==> config.mk <==
export PLATFORM = sky130hd
export DESIGN_NAME = utf8_json_escape_top
export DESIGN_NICKNAME = d
export VERILOG_FILES = /design/src/rtl/core/ujesc_pkg.sv /design/src/rtl/core/ujesc_decode.sv /design/src/rtl/core/ujesc_serial.sv /design/src/rtl/core/utf8_json_escape_top.sv
export SDC_FILE = /design/constraint.sdc
export NUM_CORES = 1
export LEC_CHECK = 0
export ABC_AREA = 1
export BUFFER_PORTS_ARGS = -buffer_cell sky130_fd_sc_hd__buf_4
export CORE_MARGIN = 5
export CORE_UTILIZATION = 64
export CTS_BUF_LIST = sky130_fd_sc_hd__clkbuf_4 sky130_fd_sc_hd__clkbuf_8
export CTS_CLUSTER_DIAMETER = 60
export CTS_CLUSTER_SIZE = 8
export DETAILED_ROUTE_END_ITERATION = 8
export HOLD_SLACK_MARGIN = 0.05
export PLACE_DENSITY = 0.92
export SETUP_SLACK_MARGIN = 0.5
export SLEW_MARGIN = 20
export SYNTH_ARGS = -nofsm -noshare
export SYNTH_HDL_FRONTEND = slang
export SYNTH_SLANG_ARGS = --single-unit
==> constraint.sdc <==
create_clock -name clk -period 3.3 [get_ports clk]
set_input_delay 0.33 -clock clk [delete_from_list [all_inputs] [get_ports clk]]
set_output_delay 0.33 -clock clk [all_outputs]
set_load 0.01 [all_outputs]
==> src/rtl/core/ujesc_pkg.sv <==
// ujesc_pkg: shared types and character constants for the UTF-8 JSON escaper.
// No dependencies; imported by every module of the block.
package ujesc_pkg;

    localparam int RUN_MAX = 8;
    localparam int IDX_W   = $clog2(RUN_MAX);

    localparam logic [7:0] CH_NUL    = 8'h00;
    localparam logic [7:0] CH_BS     = 8'h08;
    localparam logic [7:0] CH_TAB    = 8'h09;
    localparam logic [7:0] CH_LF     = 8'h0A;
    localparam logic [7:0] CH_FF     = 8'h0C;
    localparam logic [7:0] CH_CR     = 8'h0D;
    localparam logic [7:0] CH_RS     = 8'd30;
    localparam logic [7:0] CH_QUOTE  = 8'h22;
    localparam logic [7:0] CH_ZERO   = 8'h30;
    localparam logic [7:0] CH_ONE    = 8'h31;
    localparam logic [7:0] CH_UP_E   = 8'h45;
    localparam logic [7:0] CH_BSLASH = 8'h5C;
    localparam logic [7:0] CH_LO_A   = 8'h61;
    localparam logic [7:0] CH_LO_B   = 8'h62;
    localparam logic [7:0] CH_LO_F   = 8'h66;
    localparam logic [7:0] CH_LO_N   = 8'h6E;
    localparam logic [7:0] CH_LO_R   = 8'h72;
    localparam logic [7:0] CH_LO_T   = 8'h74;
    localparam logic [7:0] CH_LO_U   = 8'h75;

    localparam logic [7:0] LEAD4_MASK = 8'hF0;
    localparam logic [7:0] LEAD3_MASK = 8'hE0;
    localparam logic [7:0] LEAD2_MASK = 8'hC0;

    typedef struct packed {
        logic [7:0] in_byte;
        logic       last_byte;
    } in_word_t;

    typedef struct packed {
        logic [7:0] out_char;
        logic       run_last;
        logic       string_end;
        logic       truncated;
    } out_word_t;

    // one decoded run of output characters
    typedef struct packed {
        logic [RUN_MAX-1:0][7:0] chars;
        logic [IDX_W-1:0]        last_idx;
        logic                    str_end;
        logic                    trunc;
    } run_t;

    function automatic logic [7:0] hex_lower(input logic [3:0] nib);
        logic [7:0] r;
        if (nib < 4'd10)
        begin
            r = CH_ZERO + {4'd0, nib};
        end
        else
        begin
            r = CH_LO_A + {4'd0, nib} - 8'd10;
        end
        return r;
    endfunction

endpackage

==> src/rtl/core/ujesc_decode.sv <==
// ujesc_decode: sequence state and single-pass decode of one input word into a run.
// Depends on ujesc_pkg.
module ujesc_decode
    import ujesc_pkg::*;
(
    input  logic     clk,
    input  logic     rst_n,
    input  logic     accept,
    input  logic     esc_all,
    input  in_word_t word,
    output logic     run_load,
    output run_t     run
);

    logic [20:0] acc_reg, acc_next;
    logic [1:0]  pend_reg, pend_next;

    logic [20:0] acc_c;
    logic [1:0]  pend_c;
    logic [23:0] cp24;
    logic [23:0] cp_sh;
    logic [7:0]  b;

    always_comb
    begin
        b        = word.in_byte;
        acc_c    = acc_reg;
        pend_c   = pend_reg;
        run_load = 1'b0;
        run      = '0;
        cp24     = '0;
        cp_sh    = '0;

        if (pend_reg != 2'd0)
        begin
            acc_c  = {acc_reg[14:0], b[5:0]};
            pend_c = pend_reg - 2'd1;
            if (pend_c == 2'd0)
            begin
                cp24 = {3'd0, acc_c};
                run_load = 1'b1;
                run.chars[0] = CH_BSLASH;
                run.chars[1] = CH_LO_U;
                if (acc_c[20])
                begin
                    cp_sh = cp24;
                    run.last_idx = IDX_W'(7);
                end
                else if (acc_c[19:16] != 4'd0)
                begin
                    cp_sh = cp24 << 4;
                    run.last_idx = IDX_W'(6);
                end
                else
                begin
                    cp_sh = cp24 << 8;
                    run.last_idx = IDX_W'(5);
                end
                for (int i = 0; i < 6; i++)
                begin
                    run.chars[2+i] = hex_lower(cp_sh[23-4*i -: 4]);
                end
                acc_c = '0;
            end
        end
        else if ((b & LEAD4_MASK) == LEAD4_MASK)
        begin
            acc_c  = {18'd0, b[2:0]};
            pend_c = 2'd3;
        end
        else if ((b & LEAD3_MASK) == LEAD3_MASK)
        begin
            acc_c  = {17'd0, b[3:0]};
            pend_c = 2'd2;
        end
        else if ((b & LEAD2_MASK) == LEAD2_MASK)
        begin
            acc_c  = {16'd0, b[4:0]};
            pend_c = 2'd1;
        end
        else
        begin
            run_load     = 1'b1;
            run.chars[0] = b;
            run.last_idx = '0;
            if (esc_all)
            begin
                case (b)
                    CH_QUOTE, CH_BSLASH:
                    begin
                        run.chars[0] = CH_BSLASH;
                        run.chars[1] = b;
                        run.last_idx = IDX_W'(1);
                    end
                    CH_BS:
                    begin
                        run.chars[0] = CH_BSLASH;
                        run.chars[1] = CH_LO_B;
                        run.last_idx = IDX_W'(1);
                    end
                    CH_FF:
                    begin
                        run.chars[0] = CH_BSLASH;
                        run.chars[1] = CH_LO_F;
                        run.last_idx = IDX_W'(1);
                    end
                    CH_TAB:
                    begin
                        run.chars[0] = CH_BSLASH;
                        run.chars[1] = CH_LO_T;
                        run.last_idx = IDX_W'(1);
                    end
                    CH_LF:
                    begin
                        run.chars[0] = CH_BSLASH;
                        run.chars[1] = CH_LO_N;
                        run.last_idx = IDX_W'(1);
                    end
                    CH_CR:
                    begin
                        run.chars[0] = CH_BSLASH;
                        run.chars[1] = CH_LO_R;
                        run.last_idx = IDX_W'(1);
                    end
                    CH_RS:
                    begin
                        run.chars[0] = CH_BSLASH;
                        run.chars[1] = CH_LO_U;
                        run.chars[2] = CH_ZERO;
                        run.chars[3] = CH_ZERO;
                        run.chars[4] = CH_ONE;
                        run.chars[5] = CH_UP_E;
                        run.last_idx = IDX_W'(5);
                    end
                    default:
                    begin
                        run.chars[0] = b;
                    end
                endcase
            end
        end

        run.str_end = word.last_byte;

        // string ends with a sequence still open
        if (word.last_byte && (pend_c != 2'd0))
        begin
            run_load     = 1'b1;
            run          = '0;
            run.chars[0] = CH_NUL;
            run.str_end  = 1'b1;
            run.trunc    = 1'b1;
        end

        if (word.last_byte)
        begin
            acc_next  = '0;
            pend_next = '0;
        end
        else
        begin
            acc_next  = acc_c;
            pend_next = pend_c;
        end
    end

    always_ff @(posedge clk or negedge rst_n)
    begin
        if (!rst_n)
        begin
            acc_reg  <= '0;
            pend_reg <= '0;
        end
        else if (accept)
        begin
            acc_reg  <= acc_next;
            pend_reg <= pend_next;
        end
    end

endmodule

==> src/rtl/core/ujesc_serial.sv <==
// ujesc_serial: run buffer that hands out one character word per cycle while char_stall is low.
// Depends on ujesc_pkg.
module ujesc_serial
    import ujesc_pkg::*;
(
    input  logic      clk,
    input  logic      rst_n,
    input  logic      run_load,
    input  run_t      run,
    output logic      busy,
    output logic      char_valid,
    input  logic      char_stall,
    output out_word_t char_word
);

    logic                      valid_reg, valid_next;
    logic [IDX_W-1:0]          idx_reg, idx_next;
    logic [RUN_MAX-1:0][7:0]   chars_reg;
    logic [IDX_W-1:0]          last_reg;
    logic                      end_reg;
    logic                      trunc_reg;
    logic                      take;
    logic                      done;

    assign take = valid_reg && !char_stall;
    assign done = take && (idx_reg == last_reg);
    assign busy = valid_reg && !done;

    assign char_valid           = valid_reg;
    assign char_word.out_char   = chars_reg[idx_reg];
    assign char_word.run_last   = (idx_reg == last_reg);
    assign char_word.string_end = (idx_reg == last_reg) && end_reg;
    assign char_word.truncated  = trunc_reg;

    always_comb
    begin
        valid_next = valid_reg;
        idx_next   = idx_reg;
        if (run_load)
        begin
            valid_next = 1'b1;
            idx_next   = '0;
        end
        else if (done)
        begin
            valid_next = 1'b0;
        end
        else if (take)
        begin
            idx_next = idx_reg + IDX_W'(1);
        end
    end

    always_ff @(posedge clk or negedge rst_n)
    begin
        if (!rst_n)
        begin
            valid_reg <= 1'b0;
            idx_reg   <= '0;
        end
        else
        begin
            valid_reg <= valid_next;
            idx_reg   <= idx_next;
        end
    end

    always_ff @(posedge clk)
    begin
        if (run_load)
        begin
            chars_reg <= run.chars;
            last_reg  <= run.last_idx;
            end_reg   <= run.str_end;
            trunc_reg <= run.trunc;
        end
    end

endmodule

==> src/rtl/core/utf8_json_escape_top.sv <==
// Output: a result word appears in the cycle after its last input word is taken.
// Throughput: one input word per cycle for single-character results while char_stall
// is low; a run of n characters (n up to 8) holds the input stalled until its last
// character is taken from the one-character-per-cycle output buffer.
// Reset: rst_n asynchronous; clears sequence state, output buffer and escape-all flag.
module utf8_json_escape_top
    import ujesc_pkg::*;
(
    input  logic      clk,
    input  logic      rst_n,
    input  logic      byte_valid,
    output logic      byte_stall,
    input  in_word_t  byte_word,
    output logic      char_valid,
    input  logic      char_stall,
    output out_word_t char_word,
    input  logic      cfg_we,
    input  logic      cfg_wdata
);

    logic esc_all_reg;
    logic busy;
    logic accept;
    logic run_load;
    run_t run;

    assign byte_stall = busy;
    assign accept     = byte_valid && !busy;

    always_ff @(posedge clk or negedge rst_n)
    begin
        if (!rst_n)
        begin
            esc_all_reg <= 1'b0;
        end
        else if (cfg_we)
        begin
            esc_all_reg <= cfg_wdata;
        end
    end

    ujesc_decode u_decode (
        .clk      (clk),
        .rst_n    (rst_n),
        .accept   (accept),
        .esc_all  (esc_all_reg),
        .word     (byte_word),
        .run_load (run_load),
        .run      (run)
    );

    ujesc_serial u_serial (
        .clk        (clk),
        .rst_n      (rst_n),
        .run_load   (run_load && accept),
        .run        (run),
        .busy       (busy),
        .char_valid (char_valid),
        .char_stall (char_stall),
        .char_word  (char_word)
    );

endmodule

==> results of run 1 <==
per-stage QoR:
stage	setup WS (ns)	hold slack (ns)	utilization, %
3_5_place_dp	0.819	0.237	69.0
2_1_floorplan	0.952	0.0344	-
6_report	0.752	0.162	72.6
3_3_place_gp	0.920	0.233	69.0
4_1_cts	0.625	0.150	72.5
5_1_grt	0.563	0.139	72.6
cell type report:
class | count | area, um^2 | area share (%)
flip-flops and latches | 85 | 2440 | 43.3
clock inverters | 7 | 128 | 2.26
multi-input cells | 456 | 2270 | 40.3
inverters | 66 | 255 | 4.53
clock buffers | 9 | 124 | 2.20
repair inverters | 1 | 7.51 | 0.133
well taps | 102 | 128 | 2.26
repair buffers | 35 | 278 | 4.93
logic make-up (layout without fill, tap and decap cells):
group                      count (synthesis)  count (layout)  synth area share (%)
buffers and inverters                     96             118                  7.60
other                                      1               1                0.0735
DFF                                       85              85                  47.9
adders and majority gates                  7               7                  1.72
AOI/OAI and AO/OA                         89              89                  10.9
and+or+nand+nor                          352             352                  30.5
xor gates and xnor gates                   7               7                  1.35
per-layer routing:
metal / vias to the layer above / part of all wire, %
met5: - / 0
met4: 0 / 1.9
met3: 27 / 9.2
met2: 241 / 48
met1: 2124 / 41
li1: 2150 / -
cells in the mapped netlist (all sizes together):
library cell,count
inv,65
o211ai,2
nand2,170
o21ai,46
a21oi,18
clkbuf,13
conb,1
and2,2
and3,1
nor3,11
nand4,9
clkinv,1
nand3,45
buf,17
o21bai,2
dfrtp,22
nand3b,3
o2111ai,1
o21a,2
ha,7
o32ai,15
nor2,110
xor2,3
edfxtp,63
o22ai,2
nor4,1
a31oi,1
xnor2,4
power breakdown:
group / internal, mW / switching (mW) / total, mW
sequential: 1.48 / 0.151 / 1.63
combinational: 0.603 / 1.18 / 1.78
clock: 0.515 / 0.409 / 0.924
total: 2.60 / 1.74 / 4.33
worst register-to-register path: cells and delay by family, from the launching register on:
kind            cells  cell delay [ns]
flops               1             0.78
simple gates        4             0.59
buf+inv             2             0.44
compound gates      2             0.30
fa+ha+maj           1             0.19
repair_timing:
item,in CTS,in global routing
hold buffers,1,0
endpoints found under the hold margin,22,0
gates resized for setup,1,1
gates cloned,0,1
setup endpoints to repair,1,6
worst paths after layout:
path,endpoint,startpoint,cells after the start,slack (ns)
min in group asynchronous,u_decode.acc_reg[3],rst_n,2,0.38
max,u_serial.chars_reg[36],u_decode.acc_reg[14],9,0.75
min reg2reg,u_decode.acc_reg[9],u_decode.acc_reg[9],2,0.51
max reg2reg,u_serial.chars_reg[36],u_decode.acc_reg[14],9,0.75
max in group asynchronous,u_decode.acc_reg[14],rst_n,2,2.67
min,esc_all_reg,cfg_we,2,0.16
==> impl_metrics.csv, run 1 <==
group,metric,value,unit
routing,routed_wl,13100,um
global_route,grt_max_degree,32,
place,portBuffers,27,
synthesis,yosysUniqueCellTypes,44,
layout,syn_to_final_growth,10.4,%
setup_path,crit_fanout,24,
synthesis,yosysSeqAreaShare,47.9,%
outcome,outcome,"finished, final reports clean",
clock_network,cts_tree,"built",
setup_path,required,3.41,ns
flow_run,maxCapViolCount,0,
floorplan,die_height,99.3,um
setup_path,arrival,2.66,ns
synthesis,synth_top_area_cell,"edfxtp_1",
global_route,use_met1,38.6,%
timing,finalCritPeriodShare,77.2,%
floorplan,io_pins,28,
layout,largest_reg_flops,58,
timing,skew,0.0165,ns
timing,final_hold_viol_count,0,
synthesis,synth_area_leaders,"edfxtp_1 37%, nand2_1 12%, dfrtp_1 11%",
timing,rsz0062_at_grt,"false",
layout,layout.nets,676,
synthesis,synth-seq-cells,85,
clock_network,cts_inserted_buffers,9,
clock_network,clk_pin_slew_worst_paths,0.10,ns
worst_hold_path,hp-class,"in2reg",
clock_network,cts.path.max_buffers,2,
place,dpl-instance-area,5360,um^2
place,place_hpwl,9380,um
timing,slew_viol_final,0,
synthesis,syn_area,5100,um^2
floorplan,initial_core_util,65.7,%
global_route,antenna_found_initial,0,
synthesis,synth_nets,659,
power_and_ir_drop,power.total,4.33,mW
synthesis,syn_inst,637,
timing,slew_headroom,54.9,%
clock_network,cts_root_buffer,"clkbuf_8",
setup_path,path_cells,"inv_2 -> nand3_1 -> o21ai_0 -> nor2_1 -> inv_1 -> ha_1 -> nand2_1 -> nand2_1 -> o21a_1",
clock_network,cts_sinks,85,
setup_path,critPathSlowestCell,"dfrtp_1",
setup_path,crit_family,"flip-flops",
setup_path,crit_type,"reg2reg",
layout,n_antenna_cell,0,
floorplan,die_w,99.3,um
global_route,grt_pass1_wl,21600,um
setup_path,cp-end-kind,"flip-flop",
timing,setup_viol,0,
layout,fin_area,5640,um^2
floorplan,dieArea,9860,um^2
setup_path,critPathBufInv,2,
routing,viasPerCell,5.97,
floorplan,coreArea,7770,um^2
power_and_ir_drop,pwr_density_cell,769,nW/um^2
global_route,grtUsageMet2,45.6,%
timing,finalSetupTns,0,ns
clock_network,post-cts-setup-buffers,0,
power_and_ir_drop,ir_worst_vdd,384,uV
layout,final_common_cell,"nand2_1",
routing,wl_per_cell,17.2,um
synthesis,ys_warn_count,0,
setup_path,cpMostUsedCell,"nand2_1",
place,place_congestion,0.998,
routing,route.detailed.drc,0,
global_route,met3_usage,4.98,%
synthesis,yosysTopAreaCellShare,37.1,%
timing,fmax,392,MHz
timing,tightest_slew,0.673,ns
global_route,grt-ovfl-total,0,
layout,instances_no_fill,761,
layout,final_cell_mix,"161 x nand2_1, 103 x nor2_1, 63 x edfxtp_1",
setup_path,startpoint_type,"flip-flop",
floorplan,row_count,32,
synthesis,avgSynthCellArea,8.01,um^2
routing,final_antenna_net_count,0,
timing,period_needed,2.55,ns
routing,drtIter0Drc,766,
global_route,grt_pass1_vias,4306,
place,dp_cells,743,
clock_network,cts.htree.levels,3,
global_route,grtUsageTotal,27.9,%
layout,drive_above_1_share,14.1,%
routing,vias,4542,
clock_network,worst_skew_pair.late_latency,0.36,ns
setup_path,critical-path-max-stage-delay,0.78,ns
layout,num-fill-cells,559,
global_route,top_usage_layer,"met2",
power_and_ir_drop,p_leak,2.43,nW
routing,first_pass_iters,6,
(Power assumes the default switching activity.)
==> inputs of run 2 (changes only) <==
==> constraint.sdc (replaced) <==
create_clock -name clk -period 2.55 [get_ports clk]
set_input_delay 0.255 -clock clk [delete_from_list [all_inputs] [get_ports clk]]
set_output_delay 0.255 -clock clk [all_outputs]
set_load 0.01 [all_outputs]
==> run 2 against run 1 <==
Against the previous run:
- register-to-register slack got worse by 0.36 ns
- largest power group unchanged
- critical path depth decreased by 1
- clock-buffer cell count unchanged
- clock power grew 29%
- clock skew increased by 0.0037 ns
- via count rose by 16%
- hold slack got worse by 0.092 ns
- largest cell class is now multi-input gates
- cell count up 5.5%
- core utilization is 9.2 points higher
- highest routed layer unchanged
==> impl_metrics.csv, run 2 (same netlist as run 1, synthesis figures left out) <==
group,metric,value,unit
routing,final_antenna_net_count,0,
timing,finalCritPeriodShare,89.5,%
power_and_ir_drop,ir_worst_vdd,537,uV
clock_network,cts_root_buffer,"clkbuf_8",
setup_path,crit_type,"reg2out",
power_and_ir_drop,p_seq_share,31.2,%
power_and_ir_drop,p_leak,2.74,nW
setup_path,arrival,2.03,ns
floorplan,io_pins,28,
setup_path,startpoint_type,"flip-flop",
setup_path,path_cells,"buf_12 -> clkinv_8 -> buf_6 -> nor2_1 -> o32ai_1 -> nand2_1 -> nand2_2 -> buf_6",
layout,final_common_cell,"nand2_1",
routing,vias,5285,
timing,final_hold_viol_count,0,
clock_network,clk_pin_slew_worst_paths,0.11,ns
floorplan,die_height,99.3,um
setup_path,cpMostUsedCell,"buf_6",
layout,fin_area,6350,um^2
power_and_ir_drop,cellInternalPower,3.90,mW
floorplan,row_count,32,
power_and_ir_drop,switching_share,43.3,%
setup_path,crit_fanout,14,
floorplan,initial_core_util,65.7,%
timing,tightest_slew,0.638,ns
power_and_ir_drop,power_frac_comb,51.6,%
timing,skew,0.0201,ns
clock_network,cts_inserted_buffers,9,
global_route,grt_pass1_wl,24700,um
floorplan,die_w,99.3,um
global_route,antenna_found_initial,0,
routing,viasPerCell,6.58,
routing,wl_per_cell,22.9,um
place,place_hpwl,9450,um
clock_network,cts_tree,"built",
timing,slew_viol_final,0,
place,portBuffers,27,
global_route,grt_pass1_vias,4649,
timing,slew_headroom,57.3,%
power_and_ir_drop,pwr_density_cell,1080,nW/um^2
clock_network,cts.htree.levels,3,
layout,seqCellArea,2450,um^2
floorplan,dieArea,9860,um^2
global_route,grt-ovfl-total,0,
layout,instances_no_fill,803,
place,place_congestion,1.01,
clock_network,cts.path.max_buffers,2,
global_route,grtUsageTotal,32.6,%
routing,route.detailed.drc,0,
clock_network,cts_sinks,85,
global_route,grt_max_degree,32,
power_and_ir_drop,clockPowerShare,17.2,%
layout,final_cell_mix,"158 x nand2_1, 96 x nor2_1, 63 x edfxtp_1",
setup_path,crit_family,"flip-flops",
floorplan,coreArea,7770,um^2
layout,layout.nets,718,
worst_hold_path,hp-class,"in2reg",
place,dpl-instance-area,5400,um^2
setup_path,r2r_setup_slack,0.39,ns
layout,largest_reg_flops,58,
setup_path,critical-path-max-stage-delay,0.46,ns
layout,syn_to_final_growth,24.4,%
routing,routed_wl,18400,um
layout,n_antenna_cell,0,
layout,utilization,81.7,%
place,dp_cells,748,
timing,finalSetupTns,0,ns
timing,fmax,438,MHz
clock_network,worst_skew_pair.late_latency,0.38,ns
timing,rsz0062_at_grt,"true",
timing,layout_setup_ws,0.267,ns
timing,setup_viol,0,
timing,period_needed,2.28,ns
layout,num-fill-cells,434,
flow_run,maxCapViolCount,0,
layout,drive_above_1_share,24.1,%
setup_path,cp-end-kind,"primary output",
routing,drtIter0Drc,1298,
setup_path,critPathBufInv,4,
routing,first_pass_iters,9,
setup_path,required,2.30,ns
setup_path,critPathSlowestCell,"dfrtp_2",
outcome,outcome,"finished, final reports clean",
power_and_ir_drop,p_sw,2.98,mW
place,post-place-ws,0.426,ns
layout,multi_input_area,2480,um^2
run 2: worst paths after layout:
path | cells past startpoint | from | endpoint
max | 8 | u_serial.idx_reg[0] | char_word[6]
min | 2 | cfg_we | esc_all_reg
max reg2reg | 7 | u_serial.last_reg[1] | u_serial.chars_reg[20]
min reg2reg | 2 | u_decode.acc_reg[9] | u_decode.acc_reg[9]
max in group asynchronous | 2 | rst_n | u_decode.acc_reg[13]
min in group asynchronous | 2 | rst_n | u_serial.idx_reg[1]
run 2: area by class of cell:
type	instances	share of cell area (%)
Clock buffer	9	1.95
Clock inverter	7	1.62
Sequential cell	85	38.6
Inverter	66	4.16
Tap cell	102	2.01
Multi-Input combinational cell	456	39.1
Timing Repair Buffer	78	12.6
run 2: timing repair:
item                                   in CTS  in global routing
endpoints found under the hold margin      22                  0
cloned                                      2                  4
resized for setup                          25                 63
setup endpoints to repair                  65                 83
buffers inserted                           17                 15
hold buffers                                1                  0
pin swaps                                   6                 15
run 2: per-layer routing:
metal | wire length, um | global-route usage (%)
met1 | 6220 | 41.8
met2 | 8210 | 51.2
met3 | 2670 | 7.57
met4 | 1330 | 17.9
met5 | 0 | 0
run 2: through the flow:
stage	power [mW]	hold WS (ns)
4_1_cts	5.96	0.0833
6_report	6.88	0.0699
3_3_place_gp	4.27	0.155
2_1_floorplan	3.63	-0.0406
5_1_grt	7.11	0.0797
3_5_place_dp	4.39	0.161
run 2: worst register-to-register path, stage by stage, from the launching register on:
cell	delay, ns
edfxtp_1	0.43
xnor2_1	0.35
nand3_4	0.18
o21ai_4	0.20
nand3b_1	0.19
clkinvlp_4	0.19
buf_8	0.17
clkbuf_16	0.17
run 2: power groups by stage:
stage               Sequential, mW  Clock, mW  Combinational (mW)
global route                  2.16       1.23                3.73
CTS                           2.09       1.12                2.75
floorplan                     2.05          0                1.58
detailed placement            2.10          0                2.29
finish                        2.14       1.19                3.55
global placement              2.09          0                2.18
